<file path="src/design/rtc_pkg.sv">
// Package for the seconds real-time clock register block.
// Holds the request codes, register offsets, status bit positions and the
// request and result structs. No dependencies.
package rtc_pkg;

	// Request codes carried on the op field
	localparam logic [1:0] OP_READ  = 2'd0;
	localparam logic [1:0] OP_WRITE = 2'd1;
	localparam logic [1:0] OP_TICK  = 2'd2;

	// Word offsets in the register window
	localparam logic [9:0] IDX_COUNTER = 10'd0;
	localparam logic [9:0] IDX_ALARM   = 10'd1;
	localparam logic [9:0] IDX_STATUS  = 10'd2;
	localparam logic [9:0] IDX_TRIM    = 10'd3;

	// Only full-word accesses are legal
	localparam logic [2:0] WORD_BYTES = 3'd4;

	// Status register bits
	localparam int ST_ALARM_FLAG = 0;
	localparam int ST_HZ_FLAG    = 1;
	localparam int ST_ALARM_EN   = 2;
	localparam int ST_HZ_EN      = 3;
	localparam logic [7:0] ST_W1C_MASK = 8'h03;

	// Trim register reset value and lock bit
	localparam logic [31:0] TRIM_RESET = 32'h0000_7FFF;
	localparam int TRIM_LOCK_BIT = 31;

	typedef struct packed {
		logic [1:0]  op;
		logic [9:0]  reg_index;
		logic [2:0]  access_bytes;
		logic [31:0] write_data;
	} rtc_req_t;

	typedef struct packed {
		logic [31:0] read_data;
		logic        bus_error;
		logic        alarm_irq;
		logic        hz_irq;
	} rtc_rsp_t;

endpackage

</file>
<file path="src/design/rtc_core.sv">
// Architectural registers of the real-time clock and the single-pass logic
// that applies one request to them and forms its response.
// Depends on rtc_pkg.
module rtc_core (
	input  logic             clk,
	input  logic             arst_n,
	input  logic             en,
	input  rtc_pkg::rtc_req_t req,
	output rtc_pkg::rtc_rsp_t rsp
);
	import rtc_pkg::*;

	logic [31:0] count_q;
	logic [31:0] alarm_q;
	logic [7:0]  status_q;
	logic [31:0] trim_q;
	logic [31:0] last_q;

	logic [31:0] count_c;
	logic [31:0] alarm_c;
	logic [7:0]  status_c;
	logic [31:0] trim_c;
	logic [31:0] last_c;
	logic [7:0]  status_f;
	logic        refresh;
	logic        size_ok;
	logic [7:0]  wd8;
	logic [31:0] rd_c;
	logic        err_c;

	assign size_ok = (req.access_bytes == WORD_BYTES);
	assign wd8     = req.write_data[7:0];

	// Apply the request to the register set before the flag refresh
	always_comb begin
		count_c   = count_q;
		alarm_c   = alarm_q;
		status_c  = status_q;
		trim_c    = trim_q;
		refresh   = 1'b0;
		rd_c      = '0;
		err_c     = 1'b0;
		case (req.op)
			OP_TICK: begin
				count_c = count_q + 32'd1;
				refresh = 1'b1;
			end
			OP_WRITE: begin
				if (!size_ok) begin
					err_c = 1'b1;
				end else begin
					unique case (req.reg_index)
						IDX_COUNTER: count_c = req.write_data;
						IDX_ALARM: begin
							alarm_c = req.write_data;
							refresh = 1'b1;
						end
						IDX_STATUS: begin
							status_c = (wd8 & ~ST_W1C_MASK) | (status_q & ~wd8 & ST_W1C_MASK);
							refresh  = 1'b1;
						end
						IDX_TRIM: begin
							if (!trim_q[TRIM_LOCK_BIT]) begin
								trim_c = req.write_data;
							end
						end
						default: ;
					endcase
				end
			end
			OP_READ: begin
				if (!size_ok) begin
					err_c = 1'b1;
				end else begin
					unique case (req.reg_index)
						IDX_COUNTER: rd_c = count_q;
						IDX_ALARM:   rd_c = alarm_q;
						IDX_STATUS:  rd_c = {24'd0, status_q};
						IDX_TRIM:    rd_c = trim_q;
						default:     rd_c = '0;
					endcase
				end
			end
			default: ;
		endcase
	end

	// Flag refresh: only when the counter has moved since it was last seen
	always_comb begin
		status_f = status_c;
		last_c   = last_q;
		if (refresh && (last_q != count_c)) begin
			if (status_c[ST_ALARM_EN] && (count_c == alarm_c)) begin
				status_f[ST_ALARM_FLAG] = 1'b1;
			end
			if (status_c[ST_HZ_EN]) begin
				status_f[ST_HZ_FLAG] = 1'b1;
			end
			last_c = count_c;
		end
	end

	assign rsp = '{read_data: rd_c, bus_error: err_c,
		alarm_irq: status_f[ST_ALARM_FLAG], hz_irq: status_f[ST_HZ_FLAG]};

	// Register update when the request commits
	always_ff @(posedge clk or negedge arst_n) begin
		if (!arst_n) begin
			count_q  <= '0;
			alarm_q  <= '0;
			status_q <= '0;
			trim_q   <= TRIM_RESET;
			last_q   <= '0;
		end else if (en) begin
			count_q  <= count_c;
			alarm_q  <= alarm_c;
			status_q <= status_f;
			trim_q   <= trim_c;
			last_q   <= last_c;
		end
	end

	// Once locked, the trim word stays locked.
	a_trim_lock_sticky: assert property (@(posedge clk) disable iff (!arst_n)
		$past(trim_q[TRIM_LOCK_BIT]) |-> trim_q[TRIM_LOCK_BIT])
		else $error("trim lock bit cleared");

	// A committed tick always leaves the last seen value equal to the counter.
	a_tick_syncs_last: assert property (@(posedge clk) disable iff (!arst_n)
		(en && req.op == OP_TICK) |=> (last_q == count_q))
		else $error("last seen count out of step after tick");

	// The write-one-to-clear flags never rise without a refresh.
	a_flags_need_refresh: assert property (@(posedge clk) disable iff (!arst_n)
		(en && !refresh) |=> ((status_q & ST_W1C_MASK) ==
			($past(status_q) & ST_W1C_MASK & ~(status_q ^ $past(status_q)))
			|| (status_q & ST_W1C_MASK & ~$past(status_q)) == 8'd0))
		else $error("status flag set without refresh");

endmodule

</file>
<file path="src/design/rtc_register_block.sv">
// Top level of the seconds real-time clock register block: request input
// register, response output register and the handshakes between them.
// Depends on rtc_pkg and rtc_core.
//
//   Channel   Handshake              Payload
//   request   req_valid / req_stall  op, reg_index, access_bytes, write_data
//   response  rsp_valid / rsp_stall  read_data, bus_error, alarm_irq, hz_irq
//
// A request is registered, then applied to the clock registers and its
// response registered. One request per cycle is sustained while responses
// are not stalled. The registers commit when the request leaves the input
// register, so reads always see every earlier request. Reset returns all
// registers to their reset values with both stages empty.
// A stalled response holds the input register, which then stalls requests.
module rtc_register_block (
	input  logic        clk,
	input  logic        arst_n,
	input  logic        req_valid,
	output logic        req_stall,
	input  logic [1:0]  op,
	input  logic [9:0]  reg_index,
	input  logic [2:0]  access_bytes,
	input  logic [31:0] write_data,
	output logic        rsp_valid,
	input  logic        rsp_stall,
	output logic [31:0] read_data,
	output logic        bus_error,
	output logic        alarm_irq,
	output logic        hz_irq
);
	import rtc_pkg::*;

	logic     valid_s1;
	rtc_req_t req_s1;
	logic     valid_s2;
	rtc_rsp_t rsp_s2;
	rtc_rsp_t rsp_c;
	logic     advance;

	// Stage one moves on whenever the output register is free or draining
	assign advance   = !valid_s2 || !rsp_stall;
	assign req_stall = valid_s1 && !advance;

	// Input register
	always_ff @(posedge clk or negedge arst_n) begin
		if (!arst_n) begin
			valid_s1 <= 1'b0;
		end else if (!req_stall) begin
			valid_s1 <= req_valid;
		end
	end

	always_ff @(posedge clk) begin
		if (!req_stall && req_valid) begin
			req_s1 <= '{op: op, reg_index: reg_index,
				access_bytes: access_bytes, write_data: write_data};
		end
	end

	rtc_core u_core (
		.clk    (clk),
		.arst_n (arst_n),
		.en     (valid_s1 && advance),
		.req    (req_s1),
		.rsp    (rsp_c)
	);

	// Output register
	always_ff @(posedge clk or negedge arst_n) begin
		if (!arst_n) begin
			valid_s2 <= 1'b0;
		end else if (advance) begin
			valid_s2 <= valid_s1;
		end
	end

	always_ff @(posedge clk) begin
		if (advance && valid_s1) begin
			rsp_s2 <= rsp_c;
		end
	end

	assign rsp_valid = valid_s2;
	assign read_data = rsp_s2.read_data;
	assign bus_error = rsp_s2.bus_error;
	assign alarm_irq = rsp_s2.alarm_irq;
	assign hz_irq    = rsp_s2.hz_irq;

	// Requests are only held off by a full input register.
	a_stall_needs_s1: assert property (@(posedge clk) disable iff (!arst_n)
		req_stall |-> valid_s1)
		else $error("request stalled with empty input register");

	// A bus error response never carries read data.
	a_err_no_data: assert property (@(posedge clk) disable iff (!arst_n)
		(rsp_valid && bus_error) |-> (read_data == 32'd0))
		else $error("bus error with nonzero read data");

	// A held response keeps the input register occupied request in place.
	a_hold_s1: assert property (@(posedge clk) disable iff (!arst_n)
		(valid_s1 && valid_s2 && rsp_stall) |=> (valid_s1 && $stable(req_s1)))
		else $error("input register changed during response stall");

endmodule

</file>
<file path="config.mk">
export PLATFORM = sky130hd
export DESIGN_NAME = rtc_register_block
export DESIGN_NICKNAME = d
export VERILOG_FILES = /design/src/design/rtc_pkg.sv /design/src/design/rtc_core.sv /design/src/design/rtc_register_block.sv
export SDC_FILE = /design/constraint.sdc
export NUM_CORES = 1
export LEC_CHECK = 0
export BUFFER_PORTS_ARGS = -buffer_cell sky130_fd_sc_hd__buf_4
export CORE_AREA = 3 3 143 159
export CTS_CLUSTER_SIZE = 25
export DETAILED_ROUTE_END_ITERATION = 6
export DIE_AREA = 0 0 146 162
export PLACE_DENSITY = 0.8
export SYNTH_ARGS = -nofsm -noshare
export SYNTH_HDL_FRONTEND = slang
export SYNTH_HIERARCHICAL = 1
export SYNTH_SLANG_ARGS = --single-unit
</file>
<file path="constraint.sdc">
create_clock -name clk -period 5.63 [get_ports clk]
set_input_delay 0.8445 -clock clk [delete_from_list [all_inputs] [get_ports clk]]
set_output_delay 0.8445 -clock clk [all_outputs]
set_load 0.01 [all_outputs]
</file>
Word-level counts from Yosys, hierarchy flattened
Index checks and enable logic that the tools add are counted.

word-level totals
  register bits after elaboration = 220
  bits in latches = 0
  bits in writable memories = 0
  ROM bits = 0
  input port bits = 51
  output and inout port bits = 37
  logic and storage cells = 67
  memories kept = 0

operators by class
  $add $sub $neg = 1
  multiply operators = 0
  div/mod/pow operators = 0
  $lt $le $gt $ge = 0
  eq/ne operators = 8
  shifts and indexed selects = 0
  mux-type cells = 18
  bitwise logic cells = 4
  reductions and logical operators = 19

operators by type and width
  operator                                                          number
  32-bit two-way mux                                                6
  32-bit case mux with 4 select lines                               1
  32-bit case mux with 2 select lines                               1
  32-bit by 1-bit adder with 32-bit output, second input constant   1
  32-bit == test                                                    1
  32-bit inequality test                                            1
  10-bit by 2-bit == test with 1-bit output, second input constant  2
  4-bit two-way mux                                                 3
  10-bit by 1-bit == test with 1-bit output, second input constant  1
  10-bit zero test                                                  1
  8-bit by 2-bit OR with 8-bit output                               1
  4-bit AND reduction                                               2
  1-bit logical AND                                                 5
  1-bit two-way mux                                                 5
  5-bit AND reduction                                               1
  1-bit zero test                                                   4
  2-bit AND reduction                                               2
  2-bit OR reduction                                                2
  3-bit == test, second input constant                              1
  2-bit AND                                                         1
  2-bit by 1-bit == test with 1-bit output, second input constant   1
  2-bit == test, second input constant                              1
  2-bit zero test                                                   1
  2-bit two-way mux                                                 1
  4 further kinds                                                   4

Longest topological paths before layout
Gate-level depths: netlist of run 1.

  depth in word-level cells = 9
  gate-level depth with buffers = 16
  gate-level depth less buffers = 12

Modules after synthesis
Netlist of run 1, hierarchy kept.

by module, submodules not included
  module              instances  cells an instance  area an instance (um2)  seq. area each (um2)
  rtc_core            1          934                9018.6                  3422.0
  rtc_register_block  1          90                 2555.0                  2512.4

Worst setup path before layout of run 1
No wires, ideal clock.

  path kind = input to register
  from = input rsp_stall
  to = register u_core.last_q[19]
  data arrival time = 5.651 ns
  required time = 5.503 ns
  path slack = -0.148 ns
  cell stages on the path = 6
  path buffers = 2
  cells stage by stage = a21boi_0 > o311ai_0 > or2_1 > buf_4 > buf_12 > mux2_1

on the way
  word-level cells in the longest chain between the ends = 4

RTL lines
  element                        line                      text
  start: declaration             rtc_register_block.sv:25  input logic rsp_stall,
  1-bit zero test                rtc_register_block.sv:41  assign advance = !valid_s2 || !rsp_stall;
  1-bit logical OR               rtc_register_block.sv:41
  1-bit logical AND              rtc_register_block.sv:63  .en (valid_s1 && advance),
  2-bit AND reduction (no line)  n/a
  end signal: assignment         rtc_core.sv:119           last_q <= last_c;
  end: declaration               rtc_core.sv:17            logic [31:0] last_q;

No other way between the ends.
A chain may end at the register's enable or synchronous reset.

==> impl_metrics.csv, run 1 <==
group,metric,value,unit
worst_setup_path,critPathTopFamily,"simple AND/OR/NAND/NOR gates",
cts,cts.htree.levels,1,
yosys,synth_edf_count,82,
hold_path,hold_path_class,"input port to asynchronous set/reset pin",
cts,cts.path.max_buffers,3,
floorplanning,io_pins,88,
sta,totalNegativeSetupSlack,0,ns
power_and_ir_drop,irDropWorstVdd,0.3253,mV
floorplanning,fp-row-count,56,
sta,layout_min_cycle_time,5.110,ns
cts,root_buffer,"clkbuf_16",
route,routed_via_density,6.681,
route,vias,9340,
sta,tightest_slew,1.178,ns
route,wl,37380,um
yosys,netlist_instances,1024,
yosys,ys_seq_area_share,51.28,%
route,ant_nets,0,
yosys,synth_top_area_share,26.59,%
cts,postCtsResizedCells,0,
yosys,syn-cell-area,11570,um2
sta,max_clock_freq,0.1957,GHz
worst_setup_path,max_stage_delay,0.97,ns
worst_setup_path,r2r-end,"alarm_irq",
cells_and_area,fillCellCount,1680,
cells_and_area,drive_gt1_share,26.53,%
yosys,ys_top_cells_by_count,"123 x dfrtp_1, 85 x mux2_2, 82 x edfxtp_1",
cells_and_area,multiInputGateArea,5260,um2
cts,cts_sinks,220,
sta,holdWs,0.3663,ns
floorplanning,die_w,146,um
global_route,grt_pass1_wl,57370,um
placement,port_buffers,87,
global_route,overflow,0,
floorplanning,design.die.area,23650,um2
power_and_ir_drop,p_per_area,324.0,nW/um2
sta,maxSlewViolCount,0,
route,drc,0,
sta,relSlewSlack,20.37,%
yosys,avgSynthCellArea,11.30,um2
cts,post-cts-setup-buffers,0,
job,drv_cap,0,
floorplanning,floorplan.core_area,21230,um2
yosys,synth_warnings,6,
yosys,synthTopCellsByArea,"dfrtp_1 27%, edfxtp_1 21%, mux2_2 8.3%, dfstp_2 3.4%, mux2i_1 3.3%",
placement,pre_cts_slack,0.8450,ns
worst_setup_path,r2r_cells,11,
cells_and_area,area_delta_synth_final,14.43,%
cells_and_area,register_area,5934,um2
sta,finalHoldViolCount,0,
route,drt_iter0_markers,1174,
outcome,status,"complete, no violations",
yosys,syn-num-nets,1079,
sta,rsz0062_at_grt,"no",
cts,tritoncts,"built",
cells_and_area,diodes,0,
cts,hold_buffers,0,
worst_setup_path,critical_path_required,5.99,ns
global_route,antenna_found_initial,0,
power_and_ir_drop,p_leak,0.005501,uW
yosys,synth_ff_type,"dfrtp_1",
sta,setup-violations-final,0,
sta,clock_skew,0.02986,ns
cts,insertion_delay,0.53,ns
worst_setup_path,rrSetupSlack,0.52,ns
global_route,grt_pass1_vias,9311,
yosys,synth_cell_types,86,
yosys,async_flop_share,62.73,%
yosys,synth.most_common_cell,"dfrtp_1",
placement,hpwl,27100,um
worst_setup_path,r2r-start,"req_s1[46]",
worst_setup_path,worstSetupStartpointType,"flip-flop",
global_route,grt_max_degree,80,
worst_setup_path,cp_num_buf_inv,1,
cells_and_area,final_area,13240,um2
sta,fin_crit_sh,90.76,%
placement,gp_congestion,1.031,
floorplanning,start_util,54.51,%
worst_setup_path,cp_max_fo,25,
floorplanning,die-height,162,um
global_route,grt_usage,31.39,%
worst_setup_path,worstSetupPathType,"flip-flop to flip-flop",
worst_setup_path,cp-end-kind,"flip-flop",
cts,cts_buffers,23,
placement,place_area,12510,um2
worst_setup_path,crit_chain,"inv_1, ha_1, nor4bb_1, nand2_2, mux2i_1, xnor2_1, nor4_1, nand4_1, nor4_1, nand4_1, o31ai_1",
yosys,yosys.area.top_type,"dfrtp_1",
worst_setup_path,worstPathArrival,5.47,ns
yosys,synth_seq_cells,220,
cells_and_area,nNetsFinal,1146,
route,wl_per_cell,26.74,um
power_and_ir_drop,p_total,4291,uW
cts,clk_pin_slew_worst_paths,0.07,ns
sta,setup_ws,0.5200,ns
worst_setup_path,cp_slowest_cell,"nor4bb_1",
route,firstDrtPassIters,6,
==> logic make-up (layout without fill, tap and decap cells) <==
| kind of cell | count (synthesis) | in the layout | share of synthesized area (%) |
|---|---|---|---|
| AO/OA/AOI/OAI | 241 | 241 | 14.50 |
| XOR/XNOR | 49 | 49 | 3.708 |
| adder cells (fa/ha/maj) | 4 | 4 | 0.4324 |
| buffers and inverters | 92 | 176 | 3.503 |
| flip-flops | 220 | 220 | 51.28 |
| multiplexers | 138 | 138 | 13.44 |
| AND/OR/NAND/NOR | 280 | 280 | 13.15 |
==> worst max-delay path by stage <==
| stage | from | to | slack [ns] | cells after the start |
|---|---|---|---|---|
| after CTS | req_s1[46] | alarm_irq | 0.80 | 11 |
| after detailed placement | req_s1[46] | alarm_irq | 0.85 | 11 |
| after floorplan | rsp_stall | u_core/last_q[19] | 1.18 | 6 |
| after global placement | req_s1[36] | alarm_irq | 0.95 | 11 |
| final | req_s1[46] | alarm_irq | 0.52 | 11 |
| after global routing | req_s1[46] | alarm_irq | 0.35 | 11 |
==> placed cells by master (no fill, tap or decap), types with 15 or more instances in the layout <==
master,n
mux2_2,85
xor2_1,21
and4_1,15
clkbuf_16,23
edfxtp_1,82
nand3_1,28
o21ai_0,50
a22oi_1,22
nand2_1,73
mux2i_1,38
dfrtp_1,123
xnor2_1,28
nor2_1,51
nand4_1,21
dfstp_2,15
buf_4,119
nor4_1,18
a21oi_1,57
==> power by group <==
group | switching (uW) | internal (uW) | leakage (uW)
Combinational | 431 | 318 | 0.00255
Clock | 629 | 858 | 0.000357
Sequential | 239 | 1820 | 0.00259
==> per-layer routing <==
layer | vias up | global-route usage, % | part of all wire (%)
li1 | 4028 | - | -
met1 | 4649 | 44.92 | 41
met2 | 581 | 48.04 | 45
met3 | 82 | 7.310 | 10
met4 | 0 | 9.966 | 2.9
met5 | - | 0 | 0
==> layout make-up <==
| class | instances | area share, % |
|---|---|---|
| sequential | 220 | 44.81 |
| multi-input combinational | 712 | 39.72 |
| timing repair buffer | 120 | 6.830 |
| clock buffer | 35 | 4.988 |
| tap | 290 | 2.740 |
| clock inverter | 7 | 0.5196 |
| inverter | 14 | 0.3968 |
==> per-stage QoR <==
step	std cells	util (%)
floorplan	1024	-
global placement	1356	58.95
detailed placement	1356	58.95
CTS	1398	62.38
global route	1398	62.38
finish	1398	62.38
==> sequential cells by signal (all words and copies together) (netlist names) <==
| register | cells |
|---|---|
| read_data | 32 |
| rsp_valid | 1 |
| req_s1 | 47 |
| u_core/last_q | 32 |
| u_core/trim_q | 32 |
| alarm_irq | 1 |
| u_core/status_q | 8 |
| hz_irq | 1 |
| u_core/alarm_q | 32 |
| u_core/count_q | 32 |
| valid_s1 | 1 |
| bus_error | 1 |
(Power assumes the default switching activity.)
==> run 2: changes to the inputs <==
- BUFFER_PORTS_ARGS: -buffer_cell sky130_fd_sc_hd__buf_4 -> not set
- CORE_AREA: 3 3 143 159 -> 2 2 141 156
- DIE_AREA: 0 0 146 162 -> 0 0 143 158
- DONT_BUFFER_PORTS: not set -> 1
- PLACE_DENSITY: 0.8 -> 0.77
==> impl_metrics.csv, run 2 (synthesis gave the netlist of run 1 again) <==
group,metric,value,unit
worst_setup_path,cp_num_buf_inv,2,
cells_and_area,register_area,5934,um2
sta,tightest_slew,1.104,ns
cells_and_area,top_register,"req_s1",
cts,clk_pin_slew_worst_paths,0.07,ns
cts,cts.htree.levels,1,
global_route,grt_usage,33.05,%
sta,layout_min_cycle_time,4.758,ns
worst_setup_path,max_stage_delay,0.82,ns
job,drv_cap,0,
route,highest_layer,"met4",
placement,port_buffers,0,
global_route,grt_pass1_wl,55880,um
sta,finalHoldViolCount,0,
cts,cts.path.max_buffers,3,
cells_and_area,diodes,0,
floorplanning,io_pins,88,
sta,totalNegativeSetupSlack,0,ns
hold_path,hold_path_class,"input port to asynchronous set/reset pin",
global_route,grt_pass1_vias,8724,
route,vias,8906,
route,wl_per_cell,27.78,um
floorplanning,die_w,143,um
power_and_ir_drop,irDropWorstVdd,0.3444,mV
cells_and_area,drive_gt1_share,19.61,%
route,met2_length,16040,um
worst_setup_path,crit_chain,"inv_1, ha_1, nor4bb_1, nand2_2, buf_4, mux2i_1, xnor2_1, nor4_1, nand4_1, nor4_1, nand4_1, o31ai_1",
route,wl,36260,um
worst_setup_path,critPathTopFamily,"simple AND/OR/NAND/NOR gates",
route,firstDrtPassIters,6,
cts,cts_buffers,23,
cells_and_area,nNetsFinal,1053,
cts,tritoncts,"built",
cells_and_area,largest_reg_flops,47,
worst_setup_path,critical_path_required,5.97,ns
sta,fin_crit_sh,84.51,%
outcome,status,"complete, no violations",
route,drt_iter0_markers,1417,
cells_and_area,fillCellCount,1715,
route,wl_met1,15410,um
route,met3_length,3757,um
global_route,grt_max_degree,79,
floorplanning,start_util,54.88,%
sta,rsz0062_at_grt,"no",
cells_and_area,layout_commonest_cell,"dfrtp_1",
floorplanning,design.die.area,22590,um2
floorplanning,floorplan.core_area,21090,um2
worst_setup_path,cp_max_fo,19,
cts,root_buffer,"clkbuf_16",
worst_setup_path,worstSetupStartpointType,"flip-flop",
worst_setup_path,worstSetupPathType,"flip-flop to flip-flop",
route,ant_nets,0,
cells_and_area,stdcell_count,1305,
cts,post-cts-setup-buffers,0,
cells_and_area,fin_util,59.53,%
placement,place_area,11810,um2
route,routed_via_density,6.825,
worst_setup_path,cp_slowest_cell,"nor4bb_1",
placement,dp_cells,1262,
worst_setup_path,cp-end-kind,"flip-flop",
sta,setup-violations-final,0,
sta,maxSlewViolCount,0,
global_route,overflow,0,
floorplanning,fp-row-count,56,
power_and_ir_drop,p_leak,0.005053,uW
cells_and_area,final_cell_mix,"123 x dfrtp_1, 85 x mux2_2, 82 x edfxtp_1, 73 x nand2_1, 57 x a21oi_1",
floorplanning,die-height,158,um
sta,relSlewSlack,25.78,%
placement,gp_congestion,1.051,
sta,max_clock_freq,0.2102,GHz
cells_and_area,area_delta_synth_final,8.487,%
cts,insertion_delay,0.54,ns
route,drc,0,
cells_and_area,final_area,12560,um2
sta,clock_skew,0.03286,ns
global_route,antenna_found_initial,0,
cells_and_area,multiInputGateArea,5260,um2
worst_setup_path,worstPathArrival,5.10,ns
cts,cts_sinks,220,
placement,hpwl,25620,um
power_and_ir_drop,p_per_area,335.6,nW/um2
-- run 2: changes by cell type in the layout (fill, tap and decap cells not counted), sizes merged --
cell / before / now
buf: 120 / 27
bufinv: 1 / 2
clkinvlp: 1 / 0
clkbuf: 35 / 28
clkinv: 2 / 10
inv: 17 / 16
-- run 2: path summary, 6_finish.rpt --
kind                                 endpoint          start  cells past startpoint  slack (ns)
setup / recovery                    alarm_irq     req_s1[46]                     12        0.87
setup reg to reg                    alarm_irq     req_s1[46]                     12        0.87
min in group clk                    req_s1[9]  write_data[9]                      0        0.40
max in group asynchronous   u_core/last_q[11]         arst_n                      1        5.12
hold / removal             u_core/alarm_q[16]         arst_n                      0        0.04
hold reg to reg                     rsp_valid       valid_s1                      1        0.50
-- run 2: final cells by class --
cell class,instances,share of cell area (%)
Clock inverter,14,1.026
Timing Repair Buffer,27,1.774
Clock buffer,28,4.733
Tap cell,290,2.890
Inverter,14,0.4185
Sequential cell,220,47.26
Multi-Input combinational cell,712,41.89
-- run 2: routing by layer --
metal / vias to the layer above / GRT usage [%]
li1: 3851 / -
met1: 4382 / 49.05
met2: 583 / 49.03
met3: 90 / 6.987
met4: 0 / 9.665
met5: - / 0
-- run 2: per-stage QoR --
| stage | total power (uW) | setup slack [ns] | hold slack, ns |
|---|---|---|---|
| after CTS | 4219 | 1.052 | 0.01584 |
| after floorplan | 2463 | 1.177 | 0.4598 |
| after global placement | 2717 | 1.171 | 0.4841 |
| after detailed placement | 2715 | 1.062 | 0.4921 |
| after global routing | 4369 | 0.5895 | 0.01094 |
| final | 4214 | 0.8722 | 0.04162 |
-- run 2: report_power, final --
group	total (uW)	internal, uW	switching (uW)
logic	666	274	392
registers	2060	1820	240
clock network	1490	847	645
total	4210	2940	1280
-- run 2: repair_timing --
item,in CTS,in global routing
hold buffers,1,0
hold endpoints to repair,63,0
gates resized for setup,0,0
